File: src/rtl/rtt_pkg.sv
// Shared types and constants for the retransmission tracker.
package rtt_pkg;

  localparam int unsigned FLIGHT_WINDOW_DEF = 32;
  localparam int unsigned RTO_MIN_DEF       = 100;
  localparam int unsigned RTO_MAX_DEF       = 3000;

  localparam logic [23:0] RATE_RST = 24'd5120;
  localparam logic [21:0] HIGH_RST = 22'd51200;
  localparam logic [21:0] LOW_RST  = 22'd20480;
  localparam logic [7:0]  MAXR_RST = 8'd5;
  localparam logic [15:0] SRTT_RST = 16'd100;
  localparam logic [15:0] RTO_RST  = 16'd300;
  localparam logic [21:0] BYTES_MAX = 22'h3FFFFF;

  typedef enum logic [1:0] {
    REQ_SEND = 2'd0,
    REQ_ACK  = 2'd1,
    REQ_SCAN = 2'd2,
    REQ_NONE = 2'd3
  } req_t;

  typedef enum logic [2:0] {
    RES_SENT      = 3'd0,
    RES_WIN_FULL  = 3'd1,
    RES_ACKED     = 3'd2,
    RES_ACK_UNK   = 3'd3,
    RES_RETRY     = 3'd4,
    RES_DROPPED   = 3'd5,
    RES_SCAN_DONE = 3'd6
  } res_kind_t;

  typedef enum logic [1:0] {
    CFG_RATE = 2'd0,
    CFG_HIGH = 2'd1,
    CFG_LOW  = 2'd2,
    CFG_MAXR = 2'd3
  } cfg_idx_t;

  // Queued request between the front and back parts.
  typedef struct packed {
    req_t        req;
    logic [31:0] now_ms;
    logic [15:0] pkt_len;
    logic [31:0] ack_seq;
  } cmd_t;

  typedef struct packed {
    logic [2:0]  res_kind;
    logic [31:0] seq_num;
    logic [7:0]  retry_number;
    logic [31:0] next_send_ms;
    logic [15:0] rto_value_ms;
    logic [21:0] outstanding_bytes;
    logic        buffer_warning;
    logic        last_result;
  } res_t;

endpackage

File: src/rtl/retransmit_tracker_with_rto.sv
// Top level of the retransmission tracker: configuration, front queue and back engine.
// Sequential block: a send walks the table for a free slot and then runs the bit-serial
// pacing divider; an ack walks the table, checking each valid entry, and then runs the
// RTT update; a scan checks each table entry in turn and waits while results are stalled.
// The engine starts a new request only after the previous result has been taken. A
// two-entry request queue lets new requests be accepted while the engine works;
// unknown request codes are accepted and give no result. No clearing pass follows reset.
module retransmit_tracker_with_rto #(
  parameter int unsigned FLIGHT_WINDOW = rtt_pkg::FLIGHT_WINDOW_DEF,
  parameter int unsigned RTO_MIN_MS    = rtt_pkg::RTO_MIN_DEF,
  parameter int unsigned RTO_MAX_MS    = rtt_pkg::RTO_MAX_DEF
) (
  input  logic        clk,
  input  logic        rst_n,
  input  logic        cfg_we,
  input  logic [1:0]  cfg_index,
  input  logic [23:0] cfg_data,
  input  logic        in_valid,
  output logic        in_stall,
  input  logic [1:0]  in_req_type,
  input  logic [31:0] in_now_ms,
  input  logic [15:0] in_pkt_len,
  input  logic [31:0] in_ack_seq,
  output logic        out_valid,
  input  logic        out_stall,
  output logic [2:0]  out_res_kind,
  output logic [31:0] out_seq_num,
  output logic [7:0]  out_retry_number,
  output logic [31:0] out_next_send_ms,
  output logic [15:0] out_rto_value_ms,
  output logic [21:0] out_outstanding_bytes,
  output logic        out_buffer_warning,
  output logic        out_last_result
);
  import rtt_pkg::*;

  logic [23:0] rate_r;
  logic [21:0] high_r, low_r;
  logic [7:0]  maxr_r;
  logic        q_valid, q_pop;
  cmd_t        q_cmd;
  res_t        res;

  always_ff @(posedge clk) begin
    if (!rst_n) begin
      rate_r <= RATE_RST;
      high_r <= HIGH_RST;
      low_r  <= LOW_RST;
      maxr_r <= MAXR_RST;
    end else if (cfg_we) begin
      case (cfg_idx_t'(cfg_index))
        CFG_RATE: rate_r <= cfg_data;
        CFG_HIGH: high_r <= cfg_data[21:0];
        CFG_LOW:  low_r  <= cfg_data[21:0];
        CFG_MAXR: maxr_r <= cfg_data[7:0];
        default:  rate_r <= rate_r;
      endcase
    end
  end

  rtt_front u_front (
    .clk(clk), .rst_n(rst_n), .in_valid(in_valid), .in_stall(in_stall),
    .in_req_type(in_req_type), .in_now_ms(in_now_ms), .in_pkt_len(in_pkt_len),
    .in_ack_seq(in_ack_seq), .q_valid(q_valid), .q_cmd(q_cmd), .q_pop(q_pop)
  );

  rtt_back #(
    .FLIGHT_WINDOW(FLIGHT_WINDOW), .RTO_MIN_MS(RTO_MIN_MS), .RTO_MAX_MS(RTO_MAX_MS)
  ) u_back (
    .clk(clk), .rst_n(rst_n), .q_valid(q_valid), .q_cmd(q_cmd), .q_pop(q_pop),
    .rate(rate_r), .high_water(high_r), .low_water(low_r), .max_retries(maxr_r),
    .out_valid(out_valid), .out_stall(out_stall), .out_res(res)
  );

  assign out_res_kind          = res.res_kind;
  assign out_seq_num           = res.seq_num;
  assign out_retry_number      = res.retry_number;
  assign out_next_send_ms      = res.next_send_ms;
  assign out_rto_value_ms      = res.rto_value_ms;
  assign out_outstanding_bytes = res.outstanding_bytes;
  assign out_buffer_warning    = res.buffer_warning;
  assign out_last_result       = res.last_result;

  a_rto_bounds: assert property (@(posedge clk) disable iff (!rst_n)
    out_valid |-> (out_rto_value_ms >= 16'(RTO_MIN_MS) || out_rto_value_ms == 16'd300))
    else $error("rto below minimum");
  a_hold: assert property (@(posedge clk) disable iff (!rst_n)
    out_valid && out_stall |=> out_valid && $stable(out_res_kind))
    else $error("stalled result changed");
  a_done_last: assert property (@(posedge clk) disable iff (!rst_n)
    out_valid && out_res_kind == RES_SCAN_DONE |-> out_last_result)
    else $error("scan_done not last");

endmodule

File: src/rtl/rtt_front.sv
// Front part: accepts requests, drops unknown ones, and queues the rest.
module rtt_front (
  input  logic         clk,
  input  logic         rst_n,
  input  logic         in_valid,
  output logic         in_stall,
  input  logic [1:0]   in_req_type,
  input  logic [31:0]  in_now_ms,
  input  logic [15:0]  in_pkt_len,
  input  logic [31:0]  in_ack_seq,
  output logic         q_valid,
  output rtt_pkg::cmd_t q_cmd,
  input  logic         q_pop
);
  import rtt_pkg::*;

  // Two-entry queue.
  cmd_t       mem_r [2];
  logic       wp_r, rp_r;
  logic [1:0] cnt_r;
  logic       push;

  assign in_stall = (cnt_r == 2'd2);
  assign push     = in_valid && !in_stall && (in_req_type != REQ_NONE);
  assign q_valid  = (cnt_r != 2'd0);
  assign q_cmd    = mem_r[rp_r];

  always_ff @(posedge clk) begin
    if (push) begin
      mem_r[wp_r] <= '{req: req_t'(in_req_type), now_ms: in_now_ms,
                       pkt_len: in_pkt_len, ack_seq: in_ack_seq};
    end
    if (!rst_n) begin
      wp_r  <= 1'b0;
      rp_r  <= 1'b0;
      cnt_r <= 2'd0;
    end else begin
      if (push) wp_r <= ~wp_r;
      if (q_pop) rp_r <= ~rp_r;
      cnt_r <= cnt_r + {1'b0, push} - {1'b0, q_pop};
    end
  end

endmodule

File: src/rtl/rtt_div.sv
// Restoring divider for the pacing gap: len*1000 / rate, one quotient bit a cycle.
module rtt_div (
  input  logic        clk,
  input  logic        rst_n,
  input  logic        start,
  input  logic [25:0] dividend,
  input  logic [23:0] divisor,
  output logic        done,
  output logic [25:0] quot
);
  logic [25:0] q_r;
  logic [24:0] rem_r;
  logic [23:0] dv_r;
  logic [4:0]  cnt_r;
  logic        busy_r;
  logic [24:0] sh;
  logic [25:0] diff;

  assign sh   = {rem_r[23:0], q_r[25]};
  assign diff = {1'b0, sh} - {2'b00, dv_r};
  assign quot = q_r;

  always_ff @(posedge clk) begin
    if (!rst_n) begin
      busy_r <= 1'b0;
      done   <= 1'b0;
      cnt_r  <= 5'd0;
    end else begin
      done <= 1'b0;
      if (start) begin
        busy_r <= 1'b1;
        cnt_r  <= 5'd0;
        q_r    <= dividend;
        rem_r  <= '0;
        dv_r   <= divisor;
      end else if (busy_r) begin
        if (!diff[25]) begin
          rem_r <= diff[24:0];
          q_r   <= {q_r[24:0], 1'b1};
        end else begin
          rem_r <= sh;
          q_r   <= {q_r[24:0], 1'b0};
        end
        cnt_r <= cnt_r + 5'd1;
        if (cnt_r == 5'd25) begin
          busy_r <= 1'b0;
          done   <= 1'b1;
        end
      end
    end
  end

endmodule

File: src/rtl/rtt_back.sv
// Back part: flight table, table walks, RTT/RTO update and result register.
module rtt_back #(
  parameter int unsigned FLIGHT_WINDOW = rtt_pkg::FLIGHT_WINDOW_DEF,
  parameter int unsigned RTO_MIN_MS    = rtt_pkg::RTO_MIN_DEF,
  parameter int unsigned RTO_MAX_MS    = rtt_pkg::RTO_MAX_DEF
) (
  input  logic          clk,
  input  logic          rst_n,
  input  logic          q_valid,
  input  rtt_pkg::cmd_t q_cmd,
  output logic          q_pop,
  input  logic [23:0]   rate,
  input  logic [21:0]   high_water,
  input  logic [21:0]   low_water,
  input  logic [7:0]    max_retries,
  output logic          out_valid,
  input  logic          out_stall,
  output rtt_pkg::res_t out_res
);
  import rtt_pkg::*;

  localparam int unsigned IW = (FLIGHT_WINDOW > 1) ? $clog2(FLIGHT_WINDOW) : 1;
  localparam int unsigned CW = $clog2(FLIGHT_WINDOW + 1);
  localparam logic [15:0] RMIN = 16'(RTO_MIN_MS);
  localparam logic [15:0] RMAX = 16'(RTO_MAX_MS);

  typedef enum logic [3:0] {
    S_IDLE, S_WALK, S_RD, S_SEND_DIV, S_SEND_WR, S_ACK_CHK, S_RTT1, S_RTT2,
    S_SCAN_CHK, S_EMIT, S_SCAN_END
  } st_t;

  // Table fields live in a memory; valid bits are flip-flops.
  logic [31:0] seq_m  [FLIGHT_WINDOW];
  logic [31:0] time_m [FLIGHT_WINDOW];
  logic [7:0]  rtr_m  [FLIGHT_WINDOW];
  logic [15:0] len_m  [FLIGHT_WINDOW];
  logic [FLIGHT_WINDOW-1:0] valid_r;

  st_t         st_r;
  cmd_t        cmd_r;
  logic [CW-1:0] idx_r;
  logic [IW-1:0] hit_r;
  logic        found_r;
  logic [31:0] rd_seq_r, rd_time_r;
  logic [7:0]  rd_rtr_r;
  logic [15:0] rd_len_r;
  logic [31:0] nseq_r;
  logic [15:0] srtt_r, rto_r, old_srtt_r;
  logic [21:0] bytes_r;
  logic        warn_r;
  logic [31:0] rtt_r;
  logic [16:0] diff_r;
  logic        mem_we;
  logic [IW-1:0] wr_a;
  logic [31:0] wr_seq, wr_time;
  logic [7:0]  wr_rtr;
  logic [15:0] wr_len;
  logic        slot_ok;
  logic        out_free;
  logic        div_start, div_done;
  logic [25:0] div_quot;
  logic [23:0] rate_eff;
  logic [34:0] s_sum;
  logic [15:0] s_new;
  logic [18:0] var_w;
  logic [20:0] rto_w;
  logic [31:0] age;
  logic [22:0] bsum;
  logic [IW-1:0] idx_a;

  assign idx_a    = idx_r[IW-1:0];
  assign out_free = !out_valid || !out_stall;
  assign rate_eff = (rate == 24'd0) ? 24'd1 : rate;
  assign age      = cmd_r.now_ms - rd_time_r;

  rtt_div u_div (
    .clk(clk), .rst_n(rst_n), .start(div_start),
    .dividend(26'(cmd_r.pkt_len) * 26'd1000),
    .divisor(rate_eff), .done(div_done), .quot(div_quot)
  );

  assign s_sum = 35'(old_srtt_r) * 35'd7 + 35'(rtt_r);
  assign s_new = (s_sum[34:3] > 32'd65535) ? 16'hFFFF : s_sum[18:3];
  assign var_w = 19'((19'(srtt_r) * 19'd3 + 19'(diff_r)) >> 2);
  assign rto_w = 21'(srtt_r) + {var_w, 2'b00};

  always_comb begin
    slot_ok   = 1'b0;
    // Take a new request only once the previous result has left.
    q_pop     = (st_r == S_IDLE) && q_valid && out_free;
    mem_we    = 1'b0;
    wr_a      = hit_r;
    wr_seq    = rd_seq_r;
    wr_time   = rd_time_r;
    wr_rtr    = rd_rtr_r;
    wr_len    = rd_len_r;
    bsum      = 23'(bytes_r) + 23'(cmd_r.pkt_len);
    if (st_r == S_SEND_DIV && div_done) begin
      mem_we  = 1'b1;
      wr_seq  = nseq_r;
      wr_time = cmd_r.now_ms;
      wr_rtr  = 8'd0;
      wr_len  = cmd_r.pkt_len;
    end
    if (st_r == S_SCAN_CHK && out_free && valid_r[idx_a] && age > 32'(rto_r) &&
        rd_rtr_r < max_retries) begin
      mem_we  = 1'b1;
      wr_a    = idx_a;
      wr_time = cmd_r.now_ms;
      wr_rtr  = rd_rtr_r + 8'd1;
    end
    if (st_r == S_WALK && idx_r < CW'(FLIGHT_WINDOW) && !valid_r[idx_a]) slot_ok = 1'b1;
  end

  always_ff @(posedge clk) begin
    if (mem_we) begin
      seq_m[wr_a]  <= wr_seq;
      time_m[wr_a] <= wr_time;
      rtr_m[wr_a]  <= wr_rtr;
      len_m[wr_a]  <= wr_len;
    end
    rd_seq_r  <= seq_m[idx_a];
    rd_time_r <= time_m[idx_a];
    rd_rtr_r  <= rtr_m[idx_a];
    rd_len_r  <= len_m[idx_a];
  end

  always_ff @(posedge clk) begin
    if (!rst_n) begin
      st_r      <= S_IDLE;
      valid_r   <= '0;
      nseq_r    <= '0;
      srtt_r    <= SRTT_RST;
      rto_r     <= RTO_RST;
      bytes_r   <= '0;
      warn_r    <= 1'b0;
      out_valid <= 1'b0;
      idx_r     <= '0;
      hit_r     <= '0;
      found_r   <= 1'b0;
    end else begin
      if (out_valid && !out_stall) out_valid <= 1'b0;
      case (st_r)
        S_IDLE: begin
          if (q_valid && out_free) begin
            cmd_r   <= q_cmd;
            idx_r   <= '0;
            found_r <= 1'b0;
            st_r    <= (q_cmd.req == REQ_SCAN) ? S_RD : S_WALK;
          end
        end
        S_WALK: begin
          // Send looks for a free slot; ack checks each valid entry in order.
          if (idx_r == CW'(FLIGHT_WINDOW)) begin
            if (cmd_r.req == REQ_SEND) begin
              out_res <= '{RES_WIN_FULL, nseq_r, 8'd0, 32'd0, rto_r, bytes_r,
                           warn_r, 1'b1};
            end else begin
              out_res <= '{RES_ACK_UNK, cmd_r.ack_seq, 8'd0, 32'd0, rto_r, bytes_r,
                           warn_r, 1'b1};
            end
            st_r <= S_EMIT;
          end else if (cmd_r.req == REQ_SEND) begin
            if (slot_ok) begin
              hit_r <= idx_a;
              st_r  <= S_SEND_DIV;
            end else begin
              idx_r <= idx_r + CW'(1);
            end
          end else if (valid_r[idx_a]) begin
            hit_r <= idx_a;
            st_r  <= S_ACK_CHK;
          end else begin
            idx_r <= idx_r + CW'(1);
          end
        end
        S_SEND_DIV: begin
          if (div_done) begin
            valid_r[hit_r] <= 1'b1;
            nseq_r  <= nseq_r + 32'd1;
            bytes_r <= bsum[22] ? BYTES_MAX : bsum[21:0];
            if ((bsum[22] ? BYTES_MAX : bsum[21:0]) > high_water) warn_r <= 1'b1;
            out_res <= '{RES_SENT, nseq_r, 8'd0,
                         cmd_r.now_ms + ((div_quot == 26'd0) ? 32'd1 : 32'(div_quot)),
                         rto_r, bsum[22] ? BYTES_MAX : bsum[21:0],
                         ((bsum[22] ? BYTES_MAX : bsum[21:0]) > high_water) | warn_r,
                         1'b1};
            st_r <= S_EMIT;
          end
        end
        S_ACK_CHK: begin
          if (rd_seq_r == cmd_r.ack_seq) begin
            rtt_r      <= cmd_r.now_ms - rd_time_r;
            old_srtt_r <= srtt_r;
            st_r       <= S_RTT1;
          end else begin
            idx_r <= idx_r + CW'(1);
            st_r  <= S_WALK;
          end
        end
        S_RTT1: begin
          if (rtt_r != 32'd0) begin
            srtt_r <= s_new;
            diff_r <= (rtt_r >= 32'(old_srtt_r)) ?
                      ((rtt_r - 32'(old_srtt_r)) > 32'h1FFFF ? 17'h1FFFF
                       : 17'(rtt_r - 32'(old_srtt_r)))
                      : 17'(old_srtt_r - 16'(rtt_r));
            st_r <= S_RTT2;
          end else begin
            st_r <= S_RTT2;
            found_r <= 1'b1;
          end
        end
        S_RTT2: begin
          if (!found_r) begin
            if (rto_w < 21'(RMIN)) rto_r <= RMIN;
            else if (rto_w > 21'(RMAX)) rto_r <= (RMAX < RMIN) ? RMIN : RMAX;
            else rto_r <= rto_w[15:0];
          end
          valid_r[hit_r] <= 1'b0;
          bytes_r <= (22'(rd_len_r) > bytes_r) ? 22'd0 : bytes_r - 22'(rd_len_r);
          out_res <= '{RES_ACKED, cmd_r.ack_seq, rd_rtr_r, 32'd0,
                       found_r ? rto_r :
                       ((rto_w < 21'(RMIN)) ? RMIN :
                        (rto_w > 21'(RMAX)) ? ((RMAX < RMIN) ? RMIN : RMAX) : rto_w[15:0]),
                       (22'(rd_len_r) > bytes_r) ? 22'd0 : bytes_r - 22'(rd_len_r),
                       warn_r, 1'b1};
          st_r <= S_EMIT;
        end
        S_RD: begin
          // Wait for the registered table read.
          if (idx_r == CW'(FLIGHT_WINDOW)) st_r <= S_SCAN_END;
          else st_r <= S_SCAN_CHK;
        end
        S_SCAN_CHK: begin
          if (out_free) begin
            if (valid_r[idx_a] && age > 32'(rto_r)) begin
              if (rd_rtr_r < max_retries) begin
                out_res <= '{RES_RETRY, rd_seq_r, rd_rtr_r + 8'd1, 32'd0, rto_r,
                             bytes_r, warn_r, 1'b0};
              end else begin
                valid_r[idx_a] <= 1'b0;
                bytes_r <= (22'(rd_len_r) > bytes_r) ? 22'd0 : bytes_r - 22'(rd_len_r);
                out_res <= '{RES_DROPPED, rd_seq_r, rd_rtr_r, 32'd0, rto_r,
                             (22'(rd_len_r) > bytes_r) ? 22'd0 : bytes_r - 22'(rd_len_r),
                             warn_r, 1'b0};
              end
              out_valid <= 1'b1;
            end
            idx_r <= idx_r + CW'(1);
            st_r  <= S_RD;
          end
        end
        S_SCAN_END: begin
          if (out_free) begin
            if (warn_r && bytes_r < low_water) warn_r <= 1'b0;
            out_res <= '{RES_SCAN_DONE, 32'd0, 8'd0, 32'd0, rto_r, bytes_r,
                         warn_r && !(bytes_r < low_water), 1'b1};
            out_valid <= 1'b1;
            st_r <= S_IDLE;
          end
        end
        S_EMIT: begin
          if (out_free) begin
            out_valid <= 1'b1;
            st_r <= S_IDLE;
          end
        end
        default: st_r <= S_IDLE;
      endcase
      if (st_r == S_WALK && cmd_r.req == REQ_SEND && slot_ok &&
          idx_r != CW'(FLIGHT_WINDOW)) begin
        found_r <= 1'b0;
      end
    end
  end

  // Start the divider when a free slot is found.
  always_ff @(posedge clk) begin
    if (!rst_n) div_start <= 1'b0;
    else div_start <= (st_r == S_WALK) && (cmd_r.req == REQ_SEND) && slot_ok &&
                      (idx_r != CW'(FLIGHT_WINDOW));
  end

endmodule
File: config.mk
export PLATFORM = sky130hd
export DESIGN_NAME = retransmit_tracker_with_rto
export DESIGN_NICKNAME = d
export VERILOG_FILES = /design/src/rtl/rtt_pkg.sv /design/src/rtl/retransmit_tracker_with_rto.sv /design/src/rtl/rtt_front.sv /design/src/rtl/rtt_div.sv /design/src/rtl/rtt_back.sv
export SDC_FILE = /design/constraint.sdc
export NUM_CORES = 2
export LEC_CHECK = 0
export ABC_AREA = 0
export BUFFER_PORTS_ARGS = -buffer_cell sky130_fd_sc_hd__buf_2
export CAP_MARGIN = 30
export CORE_ASPECT_RATIO = 0.75
export CORE_MARGIN = 2
export CORE_UTILIZATION = 25
export CTS_CLUSTER_SIZE = 10
export DETAILED_ROUTE_END_ITERATION = 8
export PLACE_DENSITY = 0.5
export SLEW_MARGIN = 20
export SYNTH_ARGS = -nofsm -noshare
export SYNTH_HDL_FRONTEND = slang
export SYNTH_HIERARCHICAL = 1
export SYNTH_SLANG_ARGS = --single-unit
File: constraint.sdc
create_clock -name clk -period 23.7 [get_ports clk]
set_input_delay 3.555 -clock clk [delete_from_list [all_inputs] [get_ports clk]]
set_output_delay 3.555 -clock clk [all_outputs]
set_load 0.005 [all_outputs]
# Word level (Yosys, flattened, before mapping)
# Memory sizes are Yosys's and may differ from the RTL's. A register that Yosys moved wholly into a read port is not among the register bits.
# Cells that the tools add are included.
[word_totals]
input_bits = 113
register_bits = 560
word_cells = 285
mem_count = 5
ram_bits = 2980
[op_classes]
n_eq_ne = 37
n_lt_le_gt_ge = 15
addsub = 16
n_mul = 3
bitwise_logic = 11
n_mux = 94
n_reduce_logical = 63
[mem_list]
columns = ["name", "words", "word_bits", "rd", "rd_ports_with_merged_regs", "wr", "line", "text"]
rows = [
  ["u_back.seq_m", 32, 32, 1, 1, 1, "rtt_back.sv:33", "logic [31:0] seq_m [FLIGHT_WINDOW];"],
  ["u_back.time_m", 32, 32, 1, 1, 1, "rtt_back.sv:34", "logic [31:0] time_m [FLIGHT_WINDOW];"],
  ["u_back.len_m", 32, 16, 1, 1, 1, "rtt_back.sv:36", "logic [15:0] len_m [FLIGHT_WINDOW];"],
  ["u_back.rtr_m", 32, 8, 1, 1, 1, "rtt_back.sv:35", "logic [7:0] rtr_m [FLIGHT_WINDOW];"],
  ["u_front.mem_r", 2, 82, 1, 1, 1, "rtt_front.sv:18", "cmd_t mem_r [2];"],
]
[ops]
columns = ["operator", "count"]
rows = [
  ["2-to-1 mux 115 bit", 5],
  ["one-hot mux 115 bit (5 select lines)", 1],
  ["2-to-1 mux 32 bit", 7],
  ["2-to-1 mux 22 bit", 6],
  ["2-to-1 mux 114 bit", 1],
  ["2-to-1 mux 113 bit", 1],
  ["one-hot mux 32 bit (3 select lines)", 1],
  ["2-to-1 mux 16 bit", 5],
  ["2-to-1 mux 26 bit", 3],
  ["one-hot mux 22 bit (3 select lines)", 1],
  ["bitwise AND 32 bit", 2],
  ["inverter 32 bit", 2],
  ["2-to-1 mux 24 bit", 2],
  ["2-to-1 mux 6 bit", 7],
  ["one-hot mux 4 bit (9 select lines)", 1],
  ["2-to-1 mux 17 bit", 2],
  ["adder 19 x 32 -> 33 bit", 1],
  ["adder 32 x 1 -> 32 bit (second input constant)", 1],
  ["adder 32 bit", 1],
  ["== test 32 bit", 1],
  ["greater-or-equal comparator 32 x 16 -> 1 bit", 1],
  ["greater-than comparator 32 x 16 -> 1 bit", 1],
  ["greater-than comparator 32 x 16 -> 1 bit (second input constant)", 1],
  ["greater-than comparator 32 x 17 -> 1 bit (second input constant)", 1],
  ["71 further kinds", 184],
]

# Longest topological paths before layout
[depth]
ltp_word = 10
depth_mapped = 24
mapped_depth_nobuf = 23

# Hierarchy
# Netlist, hierarchy kept.
[modules_own_cells]
columns = ["module", "cells_each", "area_each_um2", "n_inst"]
rows = [
  ["rtt_back", 7893, 138639.2, 1],
  ["rtt_front", 280, 6566.3, 1],
  ["rtt_div", 382, 4584.4, 1],
  ["retransmit_tracker_with_rto", 286, 2915.3, 1],
]

# Worst setup path before layout
# No wires, ideal clock.
[synth_path]
path_type = "input to register"
from = "input port rst_n"
to = "register u_back/out_res[0] (netlist name) (enable)"
setup_ps = 1200
path_stages = 4
required_time_ps = 22500
arrival_time_ps = 21974
slack_ps = 526
path_cell_list = "clkbuf_1 -> clkinv_1 -> clkbuf_1 -> a2111oi_0"
[synth_between]
elab_chain_len = 1
[synth_lines]
columns = ["element", "line", "text"]
rows = [
  ["start: declaration", "retransmit_tracker_with_rto.sv:14", "input logic rst_n,"],
  ["AND reduction 7 bit (no source line)", "--", ""],
  ["end signal: assignment", "rtt_back.sv:156", "out_res <= '{RES_WIN_FULL, nseq_r, 8'd0, 32'd0, rto_r, bytes_r,"],
  ["end signal: assignment", "rtt_back.sv:159", "out_res <= '{RES_ACK_UNK, cmd_r.ack_seq, 8'd0, 32'd0, rto_r, bytes_r,"],
  ["end signal: assignment", "rtt_back.sv:183", "out_res <= '{RES_SENT, nseq_r, 8'd0,"],
  ["end: declaration", "rtt_back.sv:18", "output rtt_pkg::res_t out_res"],
]
# No other way between the ends.
# A chain may end at the register's enable or synchronous reset.

# Worst setup path after layout
[layout_path]
from = "register u_back/cmd_r[48] (netlist name)"
to = "memory u_back.time_m[17][25] (enable)"
[layout_between]
elab_chain_len = 7
[layout_lines]
columns = ["element", "line", "text"]
rows = [
  ["start: declaration", "rtt_back.sv:40", "cmd_t cmd_r;"],
  ["start signal: assignment", "rtt_back.sv:146", "cmd_r <= q_cmd;"],
  ["subtractor 32 bit (*)", "rtt_back.sv:74", "assign age = cmd_r.now_ms - rd_time_r;"],
  ["named net u_back.age[12]", "rtt_back.sv:67", "logic [31:0] age;"],
  ["greater-than comparator 32 x 16 -> 1 bit (*)", "rtt_back.sv:105", "if (st_r == S_SCAN_CHK && out_free && valid_r[idx_a] && age > 32'(rto_r) &&"],
  ["logical AND 1 bit (*) (2 in series)", "rtt_back.sv:105", ""],
  ["2-to-1 mux 1 bit", "rtt_back.sv:105", ""],
  ["2-to-1 mux 1 bit", "rtt_back.sv:116", "if (mem_we) begin"],
  ["2-to-1 mux 1 bit (not written as such)", "rtt_back.sv:118", "time_m[wr_a] <= wr_time;"],
  ["end: declaration", "rtt_back.sv:34", ""],
]
# The timed path passes the listed nets; every way through them passes the cells marked *.

==> results by group <==
Yosys
  • Yosys cell types: 114
  • Avg Cell Area, Syn: ~17 µm²
  • Top cell type by total area after synthesis: edfxtp_1
  • Seq/Total Area, Yosys: between 60% and 70%
  • Post-synthesis xor/xnor area fraction: approximately 1.3%
  • Post-Syn Area: 0.153 mm²
  • Post-synthesis mux area share: between 10% and 20%
  • Main combinational cell family by area after synthesis: multiplexers
  • Post-synth EDFFs: 3316
  • Fraction of registers with async set or reset after synthesis: 0%
  • Simple-Gate Fraction of Synth Area: 4.33%
  • Synth top area cells: edfxtp_1 65%, mux4_2 11%, dfxtp_1 4.1%
  • Top FF cell, synth: edfxtp_1
  • Count leader, synth: edfxtp_1
  • YS warnings: 6
  • Synth Area in Compound Gates: under 10%
  • Synthesized flop and latch total: 3629
  • Share of the synthesized area in the top cell type: approximately two thirds
  • Synth Area in Adders: approximately 4.1%
  • Commonest cells post-synth: 3316 x edfxtp_1, 712 x mux4_2, 424 x nand2_1
  • Syn Inst Count: about 9000

CTS
  • Clk_lat worst skew: 980 ps
  • Clk sinks: 3629
  • CTS tree: yes
  • Post-CTS Resized: 0
  • Max Root-Sink Buffers: 4
  • Postcts setup bufs: 0
  • Clock Pin Slew Worst Setup and Hold Paths: ~60 ps
  • Hold Buf Count CTS: 0
  • Total CTS buffers: 408
  • Clock H-tree levels: 5
  • Root Buffer: clkbuf_16

Place
  • DP Wirelength: just under 300000 µm
  • Port Buffers: roughly 230
  • Worst slack, placed: 15680 ps
  • Final GP Congestion: 0.861

Setup path
  • R2R cell count: 23
  • CP endpoint kind: register
  • Slowest stage delay, CP: 960 ps
  • Crit Path Category: reg2reg
  • Crit. Startpoint: u_back/cmd_r[48]
  • CP dominant cell by count: buf_4
  • CP Cell Sequence: inv_1 > ha_1 > inv_1 > fa_1 > a211oi_2 > o211ai_2 > nand2_1 > o21a_1 > o21ai_0 > xor2_1 > ha_1 > and4_1 > and2_1 > o211ai_1 > a32oi_1 > or4_1 > nor4_4 > a41o_1 > buf_4 > o21ai_0 > a22oi_2 > buf_4 > buf_4
  • Critical path peak fanout: 31
  • CP arrival: 8540 ps
  • Crit path launch type: register
  • R2R Path Start: u_back/cmd_r[48]
  • CP bufs+invs: 5
  • Critical Path Sink: u_back/time_m[17][25]
  • Worst R2R End: u_back/time_m[17][25]
  • Worst endpoint required time: approximately 24000 ps
  • Worst path top cell family by delay: compound AO/OA/AOI/OAI gates
  • R2R setup slack: approximately 16000 ps
  • Worst path depth: 23
  • Worst path slowest cell: a22oi_2

Floorplan
  • Site row count: 248
  • Starting density of the core: 25.1%
  • Die Span Y: 681 µm
  • IO Count: 230
  • Die ar.: just over 0.6 mm²
  • Die Wd: between 900 and 1000 µm
  • Core area: between 0.6 and 0.7 mm²

Finish
  • Nets: between 9000 and 10000
  • FILL cells: roughly 60000
  • Layout cells sized above 1: about 20%
  • FF/Latch Area: 0.106 mm²
  • Layout area overhead: 15.9%
  • Area occupied by multi-input gates: about 0.044 mm²

Timing
  • Fmax: 0.125 GHz
  • Final setup margin: about 16000 ps
  • Slew HR: between 20% and 30%
  • Setup tns final: 0 ps
  • Tcrit/Tclk final: 33.7%
  • Measured slew at the worst slew-check pin: approximately 1100 ps
  • Slew Viols, Final: 0
  • Period minus WS final: around 8000 ps
  • Skew final: 89.7 ps
  • RSZ-0062 raised after global routing: false
  • # setup viols final: 0
  • Final hold violations: 0

Detailed routing
  • Vias/cell: ~4.9
  • Drt first-iter violations: 11300
  • Post-route DRC: 0
  • Drt first pass iters: 8
  • Routed Antenna Nets: 0
  • Via count: between 80000 and 90000
  • DR WL/cell: between 20 and 30 µm
  • Total Wirelength: 480000 µm

GRT
  • Vias in the first global route: approximately 83000
  • Initial antenna violation count: 29
  • First-pass GRT wire length: 670000 µm
  • Global Route Usage Sum: between 10% and 20%
  • Grt ovf: 0
  • Largest net degree at the start of global routing: about 160

Pwr
  • Peak VDD IR: between 0.1 and 0.15 mV
  • Cell Pwr Density: about 100 mW/mm²
  • Lkg Pwr: between 50 and 60 nW

Hold path
  • Hold crit path type: reg2reg
  • Worst hold start: high_r[12]

Flow run
  • Max cap viols: 0

Status
  • Outcome: finished clean
==> registers in the layout, indices dropped and copies added (netlist names), 82 cells and up, named ones only <==
register        cells
u_back/len_m      512
u_back/seq_m     1024
u_front/mem_r     164
u_back/rtr_m      256
u_back/time_m    1024
u_back/cmd_r       82
u_back/out_res    115
==> through the flow <==
| stage | power (mW) | hold slack, ps | utilization (%) | cells | cell area (µm²) |
|---|---|---|---|---|---|
| 2_1_floorplan | 10.8 | 433 | - | 8843 | 153000 |
| 3_3_place_gp | 12.2 | 443 | 27.0 | 16900 | 164000 |
| 3_5_place_dp | 12.3 | 443 | 27.1 | 17000 | 165000 |
| 4_1_cts | 18.1 | 460 | 29.0 | 17700 | 177000 |
| 5_1_grt | 18.8 | 472 | 29.1 | 17700 | 177000 |
| 6_report | 17.9 | 461 | 29.1 | 17700 | 177000 |
==> logic make-up after synthesis <==
group	Yosys count
XOR/XNOR	221
adder cells (fa/ha/maj)	438
AND/OR/NAND/NOR	1364
multiplexers	964
buffers and inverters	849
AO/OA/AOI/OAI	1375
flip-flops	3629
other	1
==> worst register-to-register path: stages (launching register included) <==
cell and delay (ps):
edfxtp_1 420, inv_1 90, ha_1 180, inv_1 60, fa_1 430, a211oi_2 300, o211ai_2 190, nand2_1 150
o21a_1 160, o21ai_0 120, xor2_1 280, ha_1 280, and4_1 200, and2_1 160, o211ai_1 100, a32oi_1 180
or4_1 510, nor4_4 400, a41o_1 240, buf_4 390, o21ai_0 480, a22oi_2 960, buf_4 630, buf_4 650
==> layer usage <==
metal / GRT usage [%] / vias up / share of wire, %
met5: 0 / - / 0.0083
met3: 2.62 / 534 / 7.7
met4: 2.68 / 6 / 1.8
met2: 21.7 / 3719 / 43
li1: - / 36200 / -
met1: 23.5 / 46200 / 48
==> cell type report <==
type	count	share of cell area [%]
clock inverter	22	0.192
antenna	5	0.00707
sequential	3629	59.8
timing repair buffer	484	2.15
multi-input combinational	4365	24.8
tap	8125	5.74
inverter	391	0.830
clock buffer	690	6.46
==> placed cells by master, fill, tap and decap left out, types with 19 or more instances in the layout <==
cell / synthesis / layout
edfxtp_1: 3316 / 3316
mux4_2: 712 / 712
nand2_1: 424 / 418
clkbuf_16: 0 / 414
inv_1: 390 / 390
a22oi_1: 386 / 370
ha_1: 330 / 330
nor2_1: 317 / 311
dfxtp_1: 313 / 309
clkbuf_1: 315 / 272
a21oi_1: 280 / 262
buf_2: 17 / 234
buf_4: 8 / 189
o21ai_0: 208 / 189
xnor2_1: 152 / 152
nand4_1: 141 / 141
mux2i_1: 108 / 107
fa_1: 107 / 107
nand3_1: 104 / 103
nor3_1: 85 / 81
mux2_4: 80 / 80
a21o_1: 77 / 77
xor2_1: 69 / 69
a211oi_1: 53 / 50
and3_1: 44 / 43
nor2b_1: 39 / 39
mux2_2: 39 / 39
nand2b_1: 39 / 39
or3_1: 33 / 33
o21a_1: 33 / 32
o22ai_1: 32 / 32
a222oi_1: 32 / 32
nor4_1: 30 / 29
o21bai_1: 28 / 28
and2_1: 31 / 28
mux2_1: 25 / 25
o211ai_1: 22 / 22
buf_12: 10 / 19
==> worst min-delay path by stage <==
stage,end,slack [ps],cells after the start
floorplan,u_back/valid_r[11],430,2
global placement,u_back/u_div/dv_r[21],440,0
detailed placement,u_back/u_div/dv_r[5],440,0
CTS,high_r[12],460,2
global route,high_r[12],470,2
finish,high_r[12],460,2
==> report_power, final <==
group | switching, mW | internal (mW) | leakage, nW | total, mW
clock network | 2.54 | 3.27 | 5.60 | 5.81
logic | 2.68 | 1.68 | 18.7 | 4.37
registers | 0.194 | 7.57 | 32.4 | 7.77
total | 5.42 | 12.5 | 56.8 | 17.9
Note: power is estimated with default switching activity, not from simulation.
